**src/rtl/msscan_pkg.sv**
```systemverilog
// Types, constants and test function for the masked byte signature scanner.
package msscan_pkg;

    // Pattern geometry fixed by the register layout
    localparam int PAT_BYTES   = 8;
    localparam int PAT_BITS_W  = 64;
    localparam int TESTS_W     = 24;
    localparam int CODE_W      = 3;
    localparam int LEN_W       = 4;
    localparam int ALIGN_W     = 2;
    localparam int COUNT_W     = 32;
    localparam int CFG_IDX_W   = 3;
    localparam int CFG_DATA_W  = 64;

    // Per-byte test codes; anything else always fails
    typedef enum logic [CODE_W-1:0] {
        TEST_ANY = 3'd0,
        TEST_EQ  = 3'd1,
        TEST_NE  = 3'd2,
        TEST_LT  = 3'd3,
        TEST_GT  = 3'd4
    } test_code_t;

    // Configuration register indexes
    typedef enum logic [CFG_IDX_W-1:0] {
        CFG_PATTERN_BYTES  = 3'd0,
        CFG_PATTERN_TESTS  = 3'd1,
        CFG_PATTERN_LENGTH = 3'd2,
        CFG_ALIGN_LOG2     = 3'd3,
        CFG_FIRST_ONLY     = 3'd4
    } cfg_reg_t;

    // Input item
    typedef struct packed {
        logic [7:0] data_byte;
        logic       last_byte;
    } scan_item_t;

    // Result item
    typedef struct packed {
        logic               match_here;
        logic [COUNT_W-1:0] match_offset;
        logic [COUNT_W-1:0] match_count;
        logic               stream_done;
    } result_item_t;

    // Configuration write
    typedef struct packed {
        logic [CFG_IDX_W-1:0]  index;
        logic [CFG_DATA_W-1:0] data;
    } cfg_write_t;

    // One byte test: data byte b against pattern byte p
    function automatic logic byte_test_pass(
        input logic [7:0]        b,
        input logic [7:0]        p,
        input logic [CODE_W-1:0] code
    );
        logic pass;
        case (code)
            TEST_ANY: pass = 1'b1;
            TEST_EQ:  pass = (b == p);
            TEST_NE:  pass = (b != p);
            TEST_LT:  pass = (b < p);
            TEST_GT:  pass = (b > p);
            default:  pass = 1'b0;
        endcase
        return pass;
    endfunction

endpackage

```
**src/rtl/msscan_stream_if.sv**
```systemverilog
// Valid/ready channel interface carrying one payload item per handshake.
interface msscan_stream_if #(
    parameter type payload_t = logic
);
    logic     valid;
    logic     ready;
    payload_t payload;

    modport source (output valid, output payload, input ready);
    modport sink   (input valid, input payload, output ready);
endinterface

```
**src/rtl/masked_byte_signature_scanner.sv**
```systemverilog
// Masked byte signature scanner: windowed per-byte pattern test over a byte stream.
//
// Channels: stream carries one region byte per item (data_byte, last_byte);
// report carries result items (match_here, match_offset, match_count,
// stream_done); cfg writes registers 0..4 (index, data), always ready.
// A result is produced when a reported match ends at a byte, or for the
// region's last byte, which carries the final count and sets stream_done.
// An accepted item sits in the input register, is tested there against the
// byte window, and its result is then captured in the result register.
// Throughput: one byte per cycle except in the stall below; the window compare,
// the offset subtract and the count increment all sit between the input and
// result registers. Stall: while a result waits on report, bytes that yield
// no result keep entering and finishing, one per cycle; a byte that yields
// one waits in the input register and stream.ready drops.
// Reset: config returns to its defaults (length 4), offset, count, fill
// and the first-only stop flag clear; both registers empty.
module masked_byte_signature_scanner #(
    parameter int WINDOW_BYTES = 8,
    parameter int OFFSET_BITS  = 32
) (
    input  logic                  clk,
    input  logic                  rst_n,
    msscan_stream_if.sink         stream,
    msscan_stream_if.source       report,
    msscan_stream_if.sink         cfg
);
    import msscan_pkg::*;

    localparam int CAP    = (WINDOW_BYTES < PAT_BYTES) ? WINDOW_BYTES : PAT_BYTES;
    localparam int FILL_W = $clog2(WINDOW_BYTES + 1);
    localparam int IDX_W  = (WINDOW_BYTES > 1) ? $clog2(WINDOW_BYTES) : 1;
    localparam int CMP_W  = ((FILL_W > LEN_W) ? FILL_W : LEN_W) + 1;

    // Configuration registers
    logic [PAT_BITS_W-1:0] pat_bytes_reg;
    logic [TESTS_W-1:0]    pat_tests_reg;
    logic [LEN_W-1:0]      pat_len_reg;
    logic [ALIGN_W-1:0]    align_reg;
    logic                  first_only_reg;

    // Input register
    logic                  s1_valid_reg;
    logic [7:0]            s1_byte_reg;
    logic                  s1_last_reg;

    // Scan state
    logic [7:0]             win_reg  [WINDOW_BYTES];
    logic [7:0]             win_next [WINDOW_BYTES];
    logic [FILL_W-1:0]      fill_reg, fill_next, fill_inc;
    logic [OFFSET_BITS-1:0] idx_reg, idx_next;
    logic [COUNT_W-1:0]     total_reg, total_next, total_hit;
    logic                   stopped_reg, stopped_next;

    // Result register
    logic                   out_valid_reg;
    result_item_t           out_item_reg;

    // Datapath
    logic [LEN_W-1:0]       len_eff;
    logic [OFFSET_BITS-1:0] start_off;
    logic [2:0]             align_mask;
    logic                   fill_ok, aligned, all_pass, hit, report_now, produce;
    logic                   out_free, advance;

    assign cfg.ready = 1'b1;

    // Configuration writes; unknown indexes are dropped
    always_ff @(posedge clk or negedge rst_n)
    begin
        if (!rst_n)
        begin
            pat_bytes_reg  <= '0;
            pat_tests_reg  <= '0;
            pat_len_reg    <= LEN_W'(4);
            align_reg      <= '0;
            first_only_reg <= 1'b0;
        end
        else if (cfg.valid)
        begin
            case (cfg.payload.index)
                CFG_PATTERN_BYTES:  pat_bytes_reg  <= cfg.payload.data[PAT_BITS_W-1:0];
                CFG_PATTERN_TESTS:  pat_tests_reg  <= cfg.payload.data[TESTS_W-1:0];
                CFG_PATTERN_LENGTH: pat_len_reg    <= cfg.payload.data[LEN_W-1:0];
                CFG_ALIGN_LOG2:     align_reg      <= cfg.payload.data[ALIGN_W-1:0];
                CFG_FIRST_ONLY:     first_only_reg <= cfg.payload.data[0];
                default:            ;
            endcase
        end
    end

    // Effective pattern length, clamped to 1..CAP
    always_comb
    begin
        if (pat_len_reg == '0)
            len_eff = LEN_W'(1);
        else if (32'(pat_len_reg) > CAP)
            len_eff = LEN_W'(CAP);
        else
            len_eff = pat_len_reg;
    end

    // Window shift, newest byte at entry 0
    always_comb
    begin
        win_next[0] = s1_byte_reg;
        for (int i = 1; i < WINDOW_BYTES; i++)
            win_next[i] = win_reg[i-1];
    end

    assign fill_inc = (32'(fill_reg) < WINDOW_BYTES) ? fill_reg + FILL_W'(1) : fill_reg;
    assign fill_ok  = CMP_W'(fill_inc) >= CMP_W'(len_eff);

    // Candidate start offset and alignment check on its low bits
    assign start_off  = idx_reg - OFFSET_BITS'(len_eff - LEN_W'(1));
    assign align_mask = (3'b001 << align_reg) - 3'b001;
    assign aligned    = (start_off[2:0] & align_mask) == 3'b000;

    // Parallel byte tests over the active pattern bytes
    always_comb
    begin
        logic [LEN_W-1:0] sel;
        all_pass = 1'b1;
        for (int k = 0; k < CAP; k++)
        begin
            sel = len_eff - LEN_W'(1) - LEN_W'(k);
            if (LEN_W'(k) < len_eff)
            begin
                if (!byte_test_pass(win_next[sel[IDX_W-1:0]],
                                    pat_bytes_reg[8*k +: 8],
                                    pat_tests_reg[CODE_W*k +: CODE_W]))
                    all_pass = 1'b0;
            end
        end
    end

    assign hit        = fill_ok && aligned && all_pass;
    assign report_now = hit && !stopped_reg;
    assign produce    = report_now || s1_last_reg;
    assign total_hit  = (hit && (total_reg != '1)) ? total_reg + COUNT_W'(1) : total_reg;

    // Handshake: result register frees when empty or taken
    assign out_free     = !out_valid_reg || report.ready;
    assign advance      = s1_valid_reg && (!produce || out_free);
    assign stream.ready = !s1_valid_reg || advance;
    assign report.valid   = out_valid_reg;
    assign report.payload = out_item_reg;

    // Next scan state; a region's last byte clears it
    always_comb
    begin
        if (s1_last_reg)
        begin
            fill_next    = '0;
            idx_next     = '0;
            total_next   = '0;
            stopped_next = 1'b0;
        end
        else
        begin
            fill_next    = fill_inc;
            idx_next     = idx_reg + OFFSET_BITS'(1);
            total_next   = total_hit;
            stopped_next = stopped_reg || (report_now && first_only_reg);
        end
    end

    // Control and scan state
    always_ff @(posedge clk or negedge rst_n)
    begin
        if (!rst_n)
        begin
            s1_valid_reg  <= 1'b0;
            out_valid_reg <= 1'b0;
            fill_reg      <= '0;
            idx_reg       <= '0;
            total_reg     <= '0;
            stopped_reg   <= 1'b0;
            for (int i = 0; i < WINDOW_BYTES; i++)
                win_reg[i] <= '0;
        end
        else
        begin
            if (stream.valid && stream.ready)
                s1_valid_reg <= 1'b1;
            else if (advance)
                s1_valid_reg <= 1'b0;

            if (advance && produce)
                out_valid_reg <= 1'b1;
            else if (report.ready)
                out_valid_reg <= 1'b0;

            if (advance)
            begin
                fill_reg    <= fill_next;
                idx_reg     <= idx_next;
                total_reg   <= total_next;
                stopped_reg <= stopped_next;
                for (int i = 0; i < WINDOW_BYTES; i++)
                    win_reg[i] <= win_next[i];
            end
        end
    end

    // Payload registers
    always_ff @(posedge clk)
    begin
        if (stream.valid && stream.ready)
        begin
            s1_byte_reg <= stream.payload.data_byte;
            s1_last_reg <= stream.payload.last_byte;
        end
        if (advance && produce)
        begin
            out_item_reg.match_here   <= report_now;
            out_item_reg.match_offset <= report_now ? COUNT_W'(start_off) : '0;
            out_item_reg.match_count  <= total_hit;
            out_item_reg.stream_done  <= s1_last_reg;
        end
    end

endmodule

```
**src/flat_wrapper.sv**
```systemverilog
// flat-port wrapper written by rule: the top's interface ports become plain ports
module masked_byte_signature_scanner_flat import msscan_pkg::*;
#(
    parameter int WINDOW_BYTES = 8,
    parameter int OFFSET_BITS  = 32
)
  (clk, rst_n, stream_valid, stream_payload, stream_ready, report_valid, report_payload, report_ready, cfg_valid, cfg_payload, cfg_ready);
  msscan_stream_if #(.payload_t(scan_item_t)) stream_i ();
  msscan_stream_if #(.payload_t(result_item_t)) report_i ();
  msscan_stream_if #(.payload_t(cfg_write_t)) cfg_i ();
  input  logic clk;
  input  logic rst_n;
  input wire logic [$bits(stream_i.valid)-1:0] stream_valid;
  input wire logic [$bits(stream_i.payload)-1:0] stream_payload;
  output wire logic [$bits(stream_i.ready)-1:0] stream_ready;
  output wire logic [$bits(report_i.valid)-1:0] report_valid;
  output wire logic [$bits(report_i.payload)-1:0] report_payload;
  input wire logic [$bits(report_i.ready)-1:0] report_ready;
  input wire logic [$bits(cfg_i.valid)-1:0] cfg_valid;
  input wire logic [$bits(cfg_i.payload)-1:0] cfg_payload;
  output wire logic [$bits(cfg_i.ready)-1:0] cfg_ready;
  assign stream_i.valid = stream_valid;
  assign stream_i.payload = stream_payload;
  assign stream_ready = stream_i.ready;
  assign report_valid = report_i.valid;
  assign report_payload = report_i.payload;
  assign report_i.ready = report_ready;
  assign cfg_i.valid = cfg_valid;
  assign cfg_i.payload = cfg_payload;
  assign cfg_ready = cfg_i.ready;
  masked_byte_signature_scanner #(.WINDOW_BYTES(WINDOW_BYTES), .OFFSET_BITS(OFFSET_BITS)) u_core (.clk(clk), .rst_n(rst_n), .stream(stream_i), .report(report_i), .cfg(cfg_i));
endmodule
```
**config.mk**
```make
export PLATFORM = sky130hd
export DESIGN_NAME = masked_byte_signature_scanner_flat
export DESIGN_NICKNAME = d
export VERILOG_FILES = /design/src/rtl/msscan_pkg.sv /design/src/rtl/msscan_stream_if.sv /design/src/rtl/masked_byte_signature_scanner.sv /design/src/flat_wrapper.sv
export SDC_FILE = /design/constraint.sdc
export NUM_CORES = 1
export LEC_CHECK = 0
export ABC_AREA = 1
export BUFFER_PORTS_ARGS = -buffer_cell sky130_fd_sc_hd__buf_4
export CAP_MARGIN = 20
export CORE_MARGIN = 4
export CORE_UTILIZATION = 55
export CTS_BUF_LIST = sky130_fd_sc_hd__clkbuf_2 sky130_fd_sc_hd__clkbuf_4 sky130_fd_sc_hd__clkbuf_8
export DETAILED_ROUTE_END_ITERATION = 8
export GPL_TIMING_DRIVEN = 1
export PLACE_DENSITY = 0.73
export REMOVE_ABC_BUFFERS = 1
export SLEW_MARGIN = 5
export SYNTH_ARGS = -nofsm -noshare
export SYNTH_HDL_FRONTEND = slang
export SYNTH_SLANG_ARGS = --single-unit
```
**constraint.sdc**
```tcl
create_clock -name clk -period 10.9 [get_ports clk]
set_clock_uncertainty 0.1 [all_clocks]
set_input_delay 2.18 -clock clk [delete_from_list [all_inputs] [get_ports clk]]
set_output_delay 2.18 -clock clk [all_outputs]
set_load 0.005 [all_outputs]
```
# [Yosys cells after proc, flatten, opt, wreduce, memory -nomap -nowiden]
# Cells that the tools add are included.
[totals] ff_bits=297 output_inout_bits=69 elab_cells=239
[op_classes] addsub=14 n_lt_le_gt_ge=35 n_eq_ne=53 n_shift=1 n_mux=68 n_bitwise=9 reduce_logical=35
[op_table] cell="$bmux W8 S3" n=8
[op_table] cell="$mux W8" n=16
[op_table] cell="$mux W32" n=3
[op_table] cell="$add A32 B1 Y32 const B" n=2
[op_table] cell="$eq A8 B8 Y1" n=8
[op_table] cell="$gt A8 B8 Y1" n=8
[op_table] cell="$lt A8 B8 Y1" n=8
[op_table] cell="$ne A8 B8 Y1" n=8
[op_table] cell="$eq A3 B2 Y1 const B" n=18
[op_table] cell="$pmux W1 S5" n=8
[op_table] cell="$ge A4 B4 Y1 const B" n=8
[op_table] cell="$ne A32 B32 Y1 const B" n=1
[op_table] cell="$not A3 Y4" n=8
[op_table] cell="$sub A32 B32 Y32" n=1
[op_table] cell="$logic_not A3 Y1" n=10
[op_table] cell="$mux W1" n=29
[op_table] cell="$eq A3 B1 Y1 const B" n=9
[op_table] cell="$eq A3 B3 Y1 const B" n=9
[op_table] cell="$lt A3 B4 Y1 const A" n=4
[op_table] cell="$mux W4" n=4
[op_table] cell="$sub A3 B3 Y3 const B" n=4
[op_table] cell="$reduce_and A2 Y1" n=5
[op_table] cell="$sub A3 B1 Y3 const B" n=3
[op_table] cell="$logic_and A1 B1 Y1" n=8
[op_table] cell="14 further kinds" n=25

# [Longest topological paths before layout]
# Gate-level depths: netlist of run 1.
[depth] word_depth=36 depth_mapped=37

# [Worst setup path before layout of run 1]
# Ideal clock, no wire load.
[synth_path] path_kind="register to output" startpoint="register u_core.pat_len_reg[2]" endpoint="output stream_ready" arrival_ps=4259 required_time_ps=8620 setup_slack_ps=4361 stages_incl_launch_ff=25 n_path_buf=4 cell_sequence="dfstp_2 inv_1 nand2_1 nand2_1 nand2_1 clkbuf_1 clkbuf_1 ha_1 clkbuf_1 inv_2 buf_1 mux2i_1 o21ai_0 ha_1 a21o_1 nor2_1 nand2_1 nand2_1 nand2_1 o211ai_1 nand2_1 nor2_4 nand3_4 nand2_4 nand3_1"
[synth_between] elab_chain_len=34 word_cells_on_any_way=129 cone_classes="add/sub: 10; order compare: 26; eq/ne: 16; mux: 58; bitwise: 9; reduce/logical: 10"
[synth_lines] element="from (decl)" line_no="masked_byte_signature_scanner.sv:37" text="logic [LEN_W-1:0] pat_len_reg;"
[synth_lines] element="from (signal assigned)" line_no="masked_byte_signature_scanner.sv:83" text="CFG_PATTERN_LENGTH: pat_len_reg <= cfg.payload.data[LEN_W-1:0];"
[synth_lines] element="$gt A4 B4 Y1" line_no="masked_byte_signature_scanner.sv:96" text="else if (32'(pat_len_reg) > CAP)"
[synth_lines] element="$mux W4" line_no="masked_byte_signature_scanner.sv:96"
[synth_lines] element="$mux W4 (*)" line_no="masked_byte_signature_scanner.sv:94" text="if (pat_len_reg == '0)"
[synth_lines] element="branches (longest 24 deep; another with $gt A8 B8 Y1)"
[synth_lines] element="$logic_and A1 B1 Y1 (*)" line_no="masked_byte_signature_scanner.sv:136" text="assign hit = fill_ok && aligned && all_pass;"
[synth_lines] element="$logic_and A1 B1 Y1 (*)" line_no="masked_byte_signature_scanner.sv:137" text="assign report_now = hit && !stopped_reg;"
[synth_lines] element="$logic_or A1 B1 Y1 (*)" line_no="masked_byte_signature_scanner.sv:138" text="assign produce = report_now || s1_last_reg;"
[synth_lines] element="$logic_not A1 Y1 (*)" line_no="masked_byte_signature_scanner.sv:143" text="assign advance = s1_valid_reg && (!produce || out_free);"
[synth_lines] element="$logic_or A1 B1 Y1 (*)" line_no="masked_byte_signature_scanner.sv:143"
[synth_lines] element="$logic_and A1 B1 Y1 (*)" line_no="masked_byte_signature_scanner.sv:143"
[synth_lines] element="$logic_or A1 B1 Y1 (*)" line_no="masked_byte_signature_scanner.sv:144" text="assign stream.ready = !s1_valid_reg || advance;"
[synth_lines] element="to (decl)" line_no="flat_wrapper.sv:15" text="output wire logic [$bits(stream_i.ready)-1:0] stream_ready;"
# Mark *: on every way between the ends. The select of a mux whose other input is x is not followed.

# [Worst setup path after layout of run 1]
# Ends and elaborated chain as after synthesis.

==> results of run 1 <==
## metal layers
| metal | share of wire [%] | track usage (%) |
|---|---|---|
| met1 | 42 | 35.0 |
| met2 | 50 | 49.4 |
| met3 | 5.3 | 4.43 |
| met4 | 3.2 | 9.12 |
| met5 | 0 | 0 |
## power by group through the flow
stage / combinational, µW / clock (µW) / sequential, µW
after floorplan: 1350 / 0 / 1520
after global placement: 1910 / 0 / 1550
after detailed placement: 1970 / 0 / 1550
after CTS: 1980 / 1030 / 1540
after global routing: 2270 / 1080 / 1570
final: 1980 / 1000 / 1540
## stage by stage
step	instance area (µm²)	hold slack, ns	power, µW	setup WS (ns)
6_report	22000	0.385	4520	1.52
5_1_grt	22000	0.410	4920	0.725
4_1_cts	22000	0.384	4540	1.53
3_5_place_dp	21000	0.368	3520	2.24
3_3_place_gp	21000	0.363	3450	2.33
2_1_floorplan	19200	0.344	2860	2.04
## cell type report
type,instances,area share (%)
Tap cell,455,2.59
Clock buffer,70,3.84
Multi-Input combinational cell,2013,46.2
Sequential cell,297,35.5
Inverter,321,5.48
Clock inverter,24,0.649
Timing Repair Buffer,163,5.72
## how the worst min path moves through the flow
stage	slack [ns]	endpoint	from	depth (start not counted)
final	0.39	u_core.win_next[4]$_DFFE_PN0P_	u_core.win_next[4]$_DFFE_PN0P_	2
after global placement	0.36	u_core.win_next[4]$_DFFE_PN0P_	u_core.win_next[4]$_DFFE_PN0P_	2
after CTS	0.38	u_core.win_next[4]$_DFFE_PN0P_	u_core.win_next[4]$_DFFE_PN0P_	2
after global routing	0.41	u_core.win_next[0]$_DFFE_PN0P_	u_core.win_next[0]$_DFFE_PN0P_	2
after detailed placement	0.37	u_core.win_next[4]$_DFFE_PN0P_	u_core.win_next[4]$_DFFE_PN0P_	2
after floorplan	0.34	u_core.win_next[53]$_DFFE_PN0P_	u_core.s1_byte_reg[5]$_DFFE_PP_	2
## cell usage after synthesis (2+ instances only)
master                       n
sky130_fd_sc_hd__dfrtp_1   221
sky130_fd_sc_hd__o21a_1      8
sky130_fd_sc_hd__clkbuf_1   69
sky130_fd_sc_hd__nor3b_1     2
sky130_fd_sc_hd__or2_2       5
sky130_fd_sc_hd__inv_2       5
sky130_fd_sc_hd__buf_4       4
sky130_fd_sc_hd__xnor2_1    25
sky130_fd_sc_hd__a21oi_1   138
sky130_fd_sc_hd__o21bai_1    6
sky130_fd_sc_hd__mux2i_1    31
sky130_fd_sc_hd__inv_1     316
sky130_fd_sc_hd__xor2_1     47
sky130_fd_sc_hd__buf_6       6
sky130_fd_sc_hd__nand3b_1    3
sky130_fd_sc_hd__nor3_1     34
sky130_fd_sc_hd__mux2_2      5
sky130_fd_sc_hd__ha_1      107
sky130_fd_sc_hd__nor4_1     19
sky130_fd_sc_hd__a221oi_1    2
sky130_fd_sc_hd__edfxtp_1   75
sky130_fd_sc_hd__nor2_1    194
sky130_fd_sc_hd__nand2_4     2
sky130_fd_sc_hd__a31oi_1     9
sky130_fd_sc_hd__a21o_1     12
sky130_fd_sc_hd__buf_2      20
sky130_fd_sc_hd__nand4_1    59
sky130_fd_sc_hd__nand2_2     3
sky130_fd_sc_hd__nand2_1   953
sky130_fd_sc_hd__o31ai_1     2
sky130_fd_sc_hd__o211ai_1    3
sky130_fd_sc_hd__nand3_1    62
sky130_fd_sc_hd__buf_1      10
sky130_fd_sc_hd__o21ai_0   244
## kinds of logic after synthesis
kind of cell	synth area share, %
AOI/OAI and AO/OA	11.5
xor gates and xnor gates	3.31
adders and majority gates	6.95
buffers and inverters	8.68
DFF	39.9
muxes	1.87
other	0.0192
and+or+nand+nor	27.7
## worst max-delay path: stages, from the launching register on
cell	delay, ns
sky130_fd_sc_hd__dfstp_2	0.54
sky130_fd_sc_hd__o21bai_1	0.07
sky130_fd_sc_hd__nand2_2	0.07
sky130_fd_sc_hd__buf_4	0.51
sky130_fd_sc_hd__ha_1	0.31
sky130_fd_sc_hd__xor2_2	0.62
sky130_fd_sc_hd__xor2_1	0.81
sky130_fd_sc_hd__inv_1	0.43
sky130_fd_sc_hd__nand2_1	0.16
sky130_fd_sc_hd__o21ai_0	0.10
sky130_fd_sc_hd__ha_1	0.31
sky130_fd_sc_hd__nand2_1	0.06
sky130_fd_sc_hd__nor2_1	0.18
sky130_fd_sc_hd__nand2_1	0.09
sky130_fd_sc_hd__nand2_1	0.07
sky130_fd_sc_hd__nand3_1	0.08
sky130_fd_sc_hd__nand4_1	0.15
sky130_fd_sc_hd__nand3_1	0.15
sky130_fd_sc_hd__nor2_4	0.76
sky130_fd_sc_hd__nand3_4	0.44
sky130_fd_sc_hd__nand2_4	0.24
sky130_fd_sc_hd__nand3_1	0.13
sky130_fd_sc_hd__buf_4	0.18
==> metrics.md, run 1 <==
| Metric | Value |
|---|---|
| Status | `complete, no violations` |
| GRT Util Overall | `between 20% and 30%` |
| Worst-path maximum fanout | `74` |
| Pin count of the biggest net entering global routing | `102` |
| Share of power burned in combinational logic | `roughly 44%` |
| Setup-failing EPs final | `0` |
| Classification of the worst-slack hold path | `reg -> reg` |
| Antenna violations before repair | `0` |
| Maximum ir drop on the vdd rail | `about 150 µV` |
| Number of buffers added by the clock tree synthesis step | `about 50` |
| CP endpoint kind | `output pin` |
| Number of resized instances in the post-cts repair step | `0` |
| Antenna cell count | `0` |
| Share of the cycle needed by the critical path after routing | `86.0%` |
| Leak pwr | `between 0.01 and 0.015 µW` |
| Buffers on Ports | `between 100 and 150` |
| 1st-iter DRT viols | `between 1,000 and 1,500` |
| Commonest cells after routing, fill and taps aside | `952 x sky130_fd_sc_hd__nand2_1, 315 x sky130_fd_sc_hd__inv_1, 244 x sky130_fd_sc_hd__o21ai_0` |
| Number of flip-flops under the largest register name | `66` |
| Most common cell after layout, fill and taps aside | `sky130_fd_sc_hd__nand2_1` |
| Gr ovfl total | `0` |
| Worst setup startpoint | `u_core.pat_len_reg[2]$_DFFE_PN1P_` |
| Relative contribution of the clock network to total power | `roughly 22%` |
| Post-CTS setup-driven buffer insertion count | `0` |
| Minimum clock period | `between 9 and 10 ns` |
| Sequential Power Share | `roughly a third` |
| First-pass detailed-route iteration total | `6` |
| Required arrival time at the worst endpoint | `between 8 and 9 ns` |
| Overall die width | `197 µm` |
| End of the critical path | `stream_ready` |
| Most used DFF post-synth | `sky130_fd_sc_hd__dfrtp_1` |
| Number of levels the H-tree was split into | `2` |
| I/O pin cnt | `150` |
| Top cell type's share of synthesized area | `between 20% and 30%` |
| Number of placed instances, taps included | `about 3,200` |
| Number of max-slew violations in the final report | `0` |
| Top cells by area in the synthesized netlist | `sky130_fd_sc_hd__dfrtp_1 28%, sky130_fd_sc_hd__nand2_1 18%, sky130_fd_sc_hd__edfxtp_1 12%, sky130_fd_sc_hd__ha_1 6.8%, sky130_fd_sc_hd__o21ai_0 6.2%` |
| Average routed wire per standard cell | `around 16 µm` |
| Mean instance size in the synthesized netlist | `around 7 µm²` |
| Number of failing hold endpoints at the final stage | `0` |
| Worst slew pin tran | `~0.98 ns` |
| Setup repair after global routing missed its margin | `false` |
| Clock transition at the register clock pins on the worst setup and hold paths after CTS | `approximately 0.060 ns` |
| Residual DRC count | `0` |
| Remaining antenna violation count | `0` |
| Count of distinct cell types in the synthesized netlist | `46` |
| GP Congestion | `between 0.9 and 1` |
| FMAX | `between 0.1 and 0.15 GHz` |
| Clock tree buffer depth | `3` |
| Overall die height | `just under 200 µm` |
| Worst reg-to-reg path cell count | `25` |
| Core box area | `~35,000 µm²` |
| Max-cap violations | `0` |
| Proportion of synthesized flip-flops having asynchronous set or reset | `approximately three quarters` |
| Initial cell density of the core | `a little under three fifths` |
| Terminus of the critical flop-to-flop path | `u_core.total_reg[26]$_DFFE_PN0P_` |
| Number of vias per cell | `between 5 and 6` |
| Area occupied by multi-input gates | `between 10,000 and 15,000 µm²` |
| Total Routed Length | `~54,000 µm` |
| Total via count in the routed design | `about 18,000` |
| Area growth from synthesis to final layout | `12.4%` |
| Core Rows | `between 60 and 70` |
| Gate Count Post-Synth | `approximately 2,700` |
| Cell type with the highest aggregate area in the netlist | `sky130_fd_sc_hd__dfrtp_1` |
| Core occupancy in the finished layout | `around 63%` |
| Non-filler cells in the finished layout | `3,343` |
| Total number of clock tree sinks | `a little under 300` |
| Die footprint | `slightly below 40,000 µm²` |
| Internal power summed over all cells | `between 2000 and 3000 µW` |
| Worst-case register-to-register setup slack | `approximately 2.8 ns` |
| Sequential Area | `7810 µm²` |
| Arrival time of the worst setup path | `~7.1 ns` |
| Proportion of synthesized chip area in sequential cells | `about 40%` |
| CTS Root Buffer Type | `sky130_fd_sc_hd__clkbuf_8` |
| CTS Hold Buffers Added | `0` |
| Power density over the cells | `206 nW/µm²` |
| Share of cells above drive strength 1 | `9.42%` |
| Fillers | `3,183` |
| Critical path startpoint category | `flop` |
| Yosys warns | `0` |
| Global-route wire length before repair | `about 88,000 µm` |
| Max-slew headroom | `about 34%` |
| Clock latency on the worst-skew pair | `roughly 0.64 ns` |
| Switching power as a share of total power | `between 40% and 50%` |
| Half-perimeter wire length after detailed placement | `between 40,000 and 50,000 µm` |
| Worst reg2reg path startpoint | `u_core.pat_len_reg[2]$_DFFE_PN1P_` |
| Post-synth EDFFs | `75` |
| Netlist area before placement | `a little under 20,000 µm²` |
| Total negative setup slack | `0 ns` |
| Number of nets in the final layout | `slightly above 3,000` |
| Via count of the first global-routing pass | `around 17,000` |
| Switching power total | `~1900 µW` |
| Category of the most critical setup path | `reg -> out` |
| Post-synthesis register bit count | `a little under 300` |
| Clock tree from TritonCTS | `built` |
(Power assumes the default switching activity.)
==> inputs of run 2 (changes only) <==
- CELL_PAD_IN_SITES_DETAIL_PLACEMENT: default -> 1
- CELL_PAD_IN_SITES_GLOBAL_PLACEMENT: default -> 1
- CORE_UTILIZATION: 55 -> 50
- MAX_ROUTING_LAYER: default -> met4
- PLACE_DENSITY: 0.73 -> 0.88
==> metrics.md, run 2 (synthesis gave the netlist of run 1 again) <==
| Metric | Value |
|---|---|
| Status | `complete, no violations` |
| Number of failing hold endpoints at the final stage | `0` |
| Power, Total | `between 4000 and 5000 µW` |
| Worst slew pin tran | `around 1 ns` |
| Maximum ir drop on the vdd rail | `approximately 130 µV` |
| Clock transition at the register clock pins on the worst setup and hold paths after CTS | `around 0.06 ns` |
| Number of flip-flops under the largest register name | `between 60 and 70` |
| Global-route wire length before repair | `107,000 µm` |
| Average routed wire per standard cell | `19.6 µm` |
| Clock tree buffer depth | `3` |
| Antenna cell count | `0` |
| Share of the cycle needed by the critical path after routing | `between 80% and 90%` |
| Core Rows | `around 70` |
| Leak pwr | `0.0116 µW` |
| Residual DRC count | `0` |
| Number of max-slew violations in the final report | `0` |
| Power density over the cells | `about 210 nW/µm²` |
| CTS Root Buffer Type | `sky130_fd_sc_hd__clkbuf_8` |
| Overall die width | `206 µm` |
| Number of resized instances in the post-cts repair step | `0` |
| Post-CTS setup-driven buffer insertion count | `0` |
| Number of levels the H-tree was split into | `2` |
| Number of buffers added by the clock tree synthesis step | `53` |
| 1st-iter DRT viols | `between 900 and 1,000` |
| Clock tree from TritonCTS | `built` |
| Pin count of the biggest net entering global routing | `104` |
| Initial cell density of the core | `slightly above 50%` |
| Required arrival time at the worst endpoint | `8.62 ns` |
| Max-cap violations | `0` |
| Worst-path maximum fanout | `75` |
| Setup repair after global routing missed its margin | `false` |
| Setup WS post-layout | `~1.3 ns` |
| Via count of the first global-routing pass | `slightly above 20,000` |
| Most common cell after layout, fill and taps aside | `sky130_fd_sc_hd__nand2_1` |
| CP endpoint kind | `output pin` |
| Commonest cells after routing, fill and taps aside | `952 x sky130_fd_sc_hd__nand2_1, 315 x sky130_fd_sc_hd__inv_1, 244 x sky130_fd_sc_hd__o21ai_0` |
| FMAX | `approximately 0.10 GHz` |
| Remaining antenna violation count | `0` |
| Total via count in the routed design | `roughly 19,000` |
| Half-perimeter wire length after detailed placement | `roughly 49,000 µm` |
| Category of the most critical setup path | `reg -> out` |
| Die footprint | `42,400 µm²` |
| Critical path startpoint category | `flop` |
| Overall die height | `between 200 and 250 µm` |
| Worst slack after detailed placement | `between 2 and 2.5 ns` |
| GP Congestion | `between 0.9 and 1` |
| GRT Util Overall | `between 30% and 40%` |
| Total negative setup slack | `0 ns` |
| Total Routed Length | `between 60,000 and 70,000 µm` |
| Share of cells above drive strength 1 | `under 10%` |
| Arrival time of the worst setup path | `~7.3 ns` |
| Antenna violations before repair | `0` |
| Max-slew headroom | `about a third` |
| Gr ovfl total | `0` |
| Area growth from synthesis to final layout | `13.7%` |
| Number of nets in the final layout | `~3,000` |
| Clock latency on the worst-skew pair | `~0.67 ns` |
| Total number of clock tree sinks | `a little under 300` |
| I/O pin cnt | `150` |
| First-pass detailed-route iteration total | `7` |
| Setup-failing EPs final | `0` |
| Core box area | `just under 40,000 µm²` |
| Classification of the worst-slack hold path | `reg -> reg` |
| Buffers on Ports | `between 100 and 150` |
| Minimum clock period | `approximately 9.6 ns` |
| CTS Hold Buffers Added | `0` |
| Number of vias per cell | `between 5 and 6` |
run 2: cell types whose count changed in the layout (fill, tap and decap cells not counted), sizes merged:
cell / previous run / this run
clkbuf: 70 / 80
clkinv: 19 / 16
buf: 163 / 165
clkinvlp: 2 / 0
inv: 323 / 322
run 2: final timing paths:
| check | startpoint | endpoint | cells past startpoint | slack (ns) |
|---|---|---|---|---|
| max | u_core.pat_len_reg[2]$_DFFE_PN1P_ | stream_ready | 22 | 1.34 |
| min | u_core.pat_bytes_reg[22]$_DFFE_PN0P_ | u_core.pat_bytes_reg[22]$_DFFE_PN0P_ | 2 | 0.40 |
| max reg2reg | u_core.pat_len_reg[2]$_DFFE_PN1P_ | u_core.stopped_reg$_DFFE_PN0P_ | 25 | 2.56 |
| min reg2reg | u_core.pat_bytes_reg[22]$_DFFE_PN0P_ | u_core.pat_bytes_reg[22]$_DFFE_PN0P_ | 2 | 0.40 |
| max in group asynchronous | rst_n | u_core.fill_reg[3]$_DFFE_PN0P_ | 4 | 7.20 |
| min in group asynchronous | rst_n | u_core.idx_reg[31]$_DFFE_PN0P_ | 1 | 1.39 |
run 2: layer usage:
metal,track usage [%],vias up,wire [µm]
met1,36.4,9094,26200
met3,4.05,186,2570
li1,-,8976,-
met5,-,-,0
met4,15.2,0,3440
met2,58.3,460,34700
run 2: area by class of cell:
class / instances / area [µm²]
flip-flops and latches: 297 / 7810
multi-input cells: 2013 / 10200
well taps: 518 / 648
fillers: 4971 / 16400
repair buffers: 165 / 1310
inverters: 321 / 1200
clock inverters: 18 / 121
clock buffers: 80 / 995
run 2: stage by stage:
step,utilization [%],cell area [µm²],hold WS [ns],std cells
after floorplan,-,19200,0.344,2631
after CTS,57.4,22200,0.399,3410
after detailed placement,54.5,21100,0.374,3312
final,57.6,22300,0.399,3412
after global routing,57.6,22300,0.429,3412
after global placement,54.5,21100,0.362,3311
run 2: worst max-delay path, stage by stage (launching register included):
cell and delay [ns]:
sky130_fd_sc_hd__dfstp_2 0.55, sky130_fd_sc_hd__o21bai_1 0.08, sky130_fd_sc_hd__nand2_2 0.07, sky130_fd_sc_hd__buf_4 0.52, sky130_fd_sc_hd__ha_1 0.31, sky130_fd_sc_hd__xor2_2 0.58, sky130_fd_sc_hd__xor2_1 0.81, sky130_fd_sc_hd__inv_1 0.45
sky130_fd_sc_hd__nand2_1 0.16, sky130_fd_sc_hd__o21ai_0 0.10, sky130_fd_sc_hd__ha_1 0.32, sky130_fd_sc_hd__nand2_1 0.07, sky130_fd_sc_hd__nor2_1 0.17, sky130_fd_sc_hd__nand2_1 0.10, sky130_fd_sc_hd__nand2_1 0.07, sky130_fd_sc_hd__nand3_1 0.08
sky130_fd_sc_hd__nand4_1 0.17, sky130_fd_sc_hd__nand3_1 0.16, sky130_fd_sc_hd__nor2_4 0.80, sky130_fd_sc_hd__nand3_4 0.45, sky130_fd_sc_hd__nand2_4 0.24, sky130_fd_sc_hd__nand3_1 0.13, sky130_fd_sc_hd__buf_4 0.19
run 2: power breakdown:
part           total (µW)  switching, µW  internal (µW)
Clock                1110            506            608
Combinational        2100           1420            684
Sequential           1550            171           1380
==> inputs of run 3 (changes only) <==
- CORE_UTILIZATION: 50 -> 46
- PLACE_DENSITY: 0.88 -> 0.82
- clock period: 10.9 -> 9.3 ns (I/O delays scaled with it)
==> metrics.md, run 3 (synthesis gave the netlist of run 1 again) <==
| Metric | Value |
|---|---|
| Switching power as a share of total power | `43.4%` |
| GRT Util Overall | `roughly 28%` |
| Initial cell density of the core | `around 47%` |
| Classification of the worst-slack hold path | `reg -> reg` |
| Number of max-slew violations in the final report | `0` |
| Relative contribution of the clock network to total power | `between 20 and 25%` |
| Maximum ir drop on the vdd rail | `approximately 140 µV` |
| Worst reg2reg path startpoint | `u_core.pat_len_reg[2]$_DFFE_PN1P_` |
| Most frequent cell on the critical path | `sky130_fd_sc_hd__nand2_1` |
| Buffers on Ports | `between 100 and 150` |
| Category of the most critical setup path | `reg -> out` |
| Core box area | `42,000 µm²` |
| Minimum clock period | `between 8 and 9 ns` |
| Pin count of the biggest net entering global routing | `approximately 110` |
| Core Rows | `75` |
| Global-route wire length before repair | `102,000 µm` |
| Remaining antenna violation count | `0` |
| Worst setup startpoint | `u_core.pat_len_reg[2]$_DFFE_PN1P_` |
| Half-perimeter wire length after detailed placement | `roughly 47,000 µm` |
| Setup WS post-layout | `0.899 ns` |
| Worst-path maximum fanout | `53` |
| Number of resized instances in the post-cts repair step | `0` |
| Number of nets in the final layout | `3,044` |
| CP peak stage delay | `around 0.57 ns` |
| Overall die height | `around 210 µm` |
| Share of power burned in combinational logic | `~44%` |
| Max-slew headroom | `~38%` |
| Number of levels the H-tree was split into | `2` |
| Total number of clock tree sinks | `between 200 and 300` |
| Total negative setup slack | `0 ns` |
| Clock transition at the register clock pins on the worst setup and hold paths after CTS | `~0.070 ns` |
| Area growth from synthesis to final layout | `14.1%` |
| Number of buffers added by the clock tree synthesis step | `54` |
| Via count of the first global-routing pass | `19,200` |
| Average routed wire per standard cell | `roughly 18 µm` |
| Overall die width | `roughly 210 µm` |
| Clock tree buffer depth | `3` |
| Required arrival time at the worst endpoint | `~7.3 ns` |
| CTS Hold Buffers Added | `0` |
| CTS Root Buffer Type | `sky130_fd_sc_hd__clkbuf_8` |
| Total via count in the routed design | `about 18,000` |
| Switching power total | `between 2000 and 2500 µW` |
| Total Routed Length | `62,800 µm` |
| Commonest cells after routing, fill and taps aside | `952 x sky130_fd_sc_hd__nand2_1, 315 x sky130_fd_sc_hd__inv_1, 244 x sky130_fd_sc_hd__o21ai_0` |
| Clock latency on the worst-skew pair | `roughly 0.68 ns` |
| Leak pwr | `0.0116 µW` |
| CP endpoint kind | `output pin` |
| Clock tree from TritonCTS | `built` |
| Arrival time of the worst setup path | `approximately 6.4 ns` |
| Worst path slowest cell | `sky130_fd_sc_hd__xor2_2` |
| Antenna violations before repair | `1` |
| Power density over the cells | `about 250 nW/µm²` |
| Critical hold path startpoint | `u_core.win_next[3]$_DFFE_PN0P_` |
| Share of the cycle needed by the critical path after routing | `roughly 90%` |
| Post-CTS setup-driven buffer insertion count | `0` |
| Worst slack after detailed placement | `around 1.7 ns` |
| GP Congestion | `about 0.94` |
| Setup repair after global routing missed its margin | `false` |
| 1st-iter DRT viols | `around 900` |
| Internal power summed over all cells | `3180 µW` |
| Most common cell after layout, fill and taps aside | `sky130_fd_sc_hd__nand2_1` |
| Critical path startpoint category | `flop` |
| Sequential Power Share | `32.2%` |
| Max-cap violations | `0` |
| Gr ovfl total | `0` |
| Power, Total | `5620 µW` |
| I/O pin cnt | `150` |
| Worst path buffer plus inverter count | `6` |
| Status | `complete, no violations` |
| First-pass detailed-route iteration total | `5` |
| Worst slew pin tran | `approximately 0.94 ns` |
| Residual DRC count | `0` |
| Kind of cell adding the most delay to the critical path | `simple AND/OR/NAND/NOR gates` |
| FMAX | `about 0.12 GHz` |
| Setup-failing EPs final | `0` |
| Number of failing hold endpoints at the final stage | `0` |
| Die footprint | `between 40,000 and 50,000 µm²` |
| Number of vias per cell | `5.34` |
| Number of flip-flops under the largest register name | `66` |
| Share of cells above drive strength 1 | `between 10% and 20%` |
==> run 3: changes by cell type in the layout (fill, tap and decap cells not counted), sizes merged <==
cell,delta
clkinvlp,+1
clkinv,-8
clkbuf,+9
buf,+3
diode,+1
==> run 3: worst paths after layout <==
kind / slack [ns] / to / cells after the start
setup / recovery: 0.90 / stream_ready / 27
max in group asynchronous: 6.59 / u_core.idx_reg[28]$_DFFE_PN0P_ / 2
min in group asynchronous: 1.12 / u_core.pat_bytes_reg[20]$_DFFE_PN0P_ / 1
hold / removal: 0.39 / u_core.win_next[3]$_DFFE_PN0P_ / 2
setup reg to reg: 2.29 / u_core.report.payload[21]$_DFFE_PP_ / 30
hold reg to reg: 0.39 / u_core.win_next[3]$_DFFE_PN0P_ / 2
==> run 3: power by group through the flow <==
stage,sequential (µW),combinational [µW],clock (µW)
final,1810,2450,1350
after global routing,1840,2810,1460
after CTS,1810,2460,1390
after detailed placement,1830,2440,0
after global placement,1810,2310,0
after floorplan,1780,1580,0
==> run 3: metal layers <==
layer	part of all wire, %	track usage (%)	vias to the layer above	routed length, µm
met5	0	-	-	0
met2	50	47.8	348	31300
li1	-	-	8995	-
met1	43	33.7	8886	26700
met4	3.8	10.1	0	2390
met3	3.9	4.38	136	2450
==> run 3: area by class of cell <==
type	count	area [µm²]
Antenna cell	1	2.50
Clock inverter	11	85.1
Tap cell	539	674
Sequential cell	297	7810
Inverter	321	1200
Multi-Input combinational cell	2013	10200
Timing Repair Buffer	168	1310
Fill cell	5432	19700
Clock buffer	89	1080
==> run 3: stage by stage <==
stage | cells | cell area, µm² | hold WS (ns) | util [%]
after CTS | 3436 | 22300 | 0.391 | 53.0
after detailed placement | 3336 | 21100 | 0.375 | 50.2
after global routing | 3439 | 22300 | 0.406 | 53.1
after global placement | 3335 | 21100 | 0.363 | 50.2
final | 3439 | 22300 | 0.390 | 53.1
after floorplan | 2631 | 19200 | 0.344 | -
==> run 3: tightest hold or removal path, delay by kind of cell (launching register included) <==
family           cells  cell delay, ns
and+or+nand+nor      2            0.11
DFF                  1            0.35
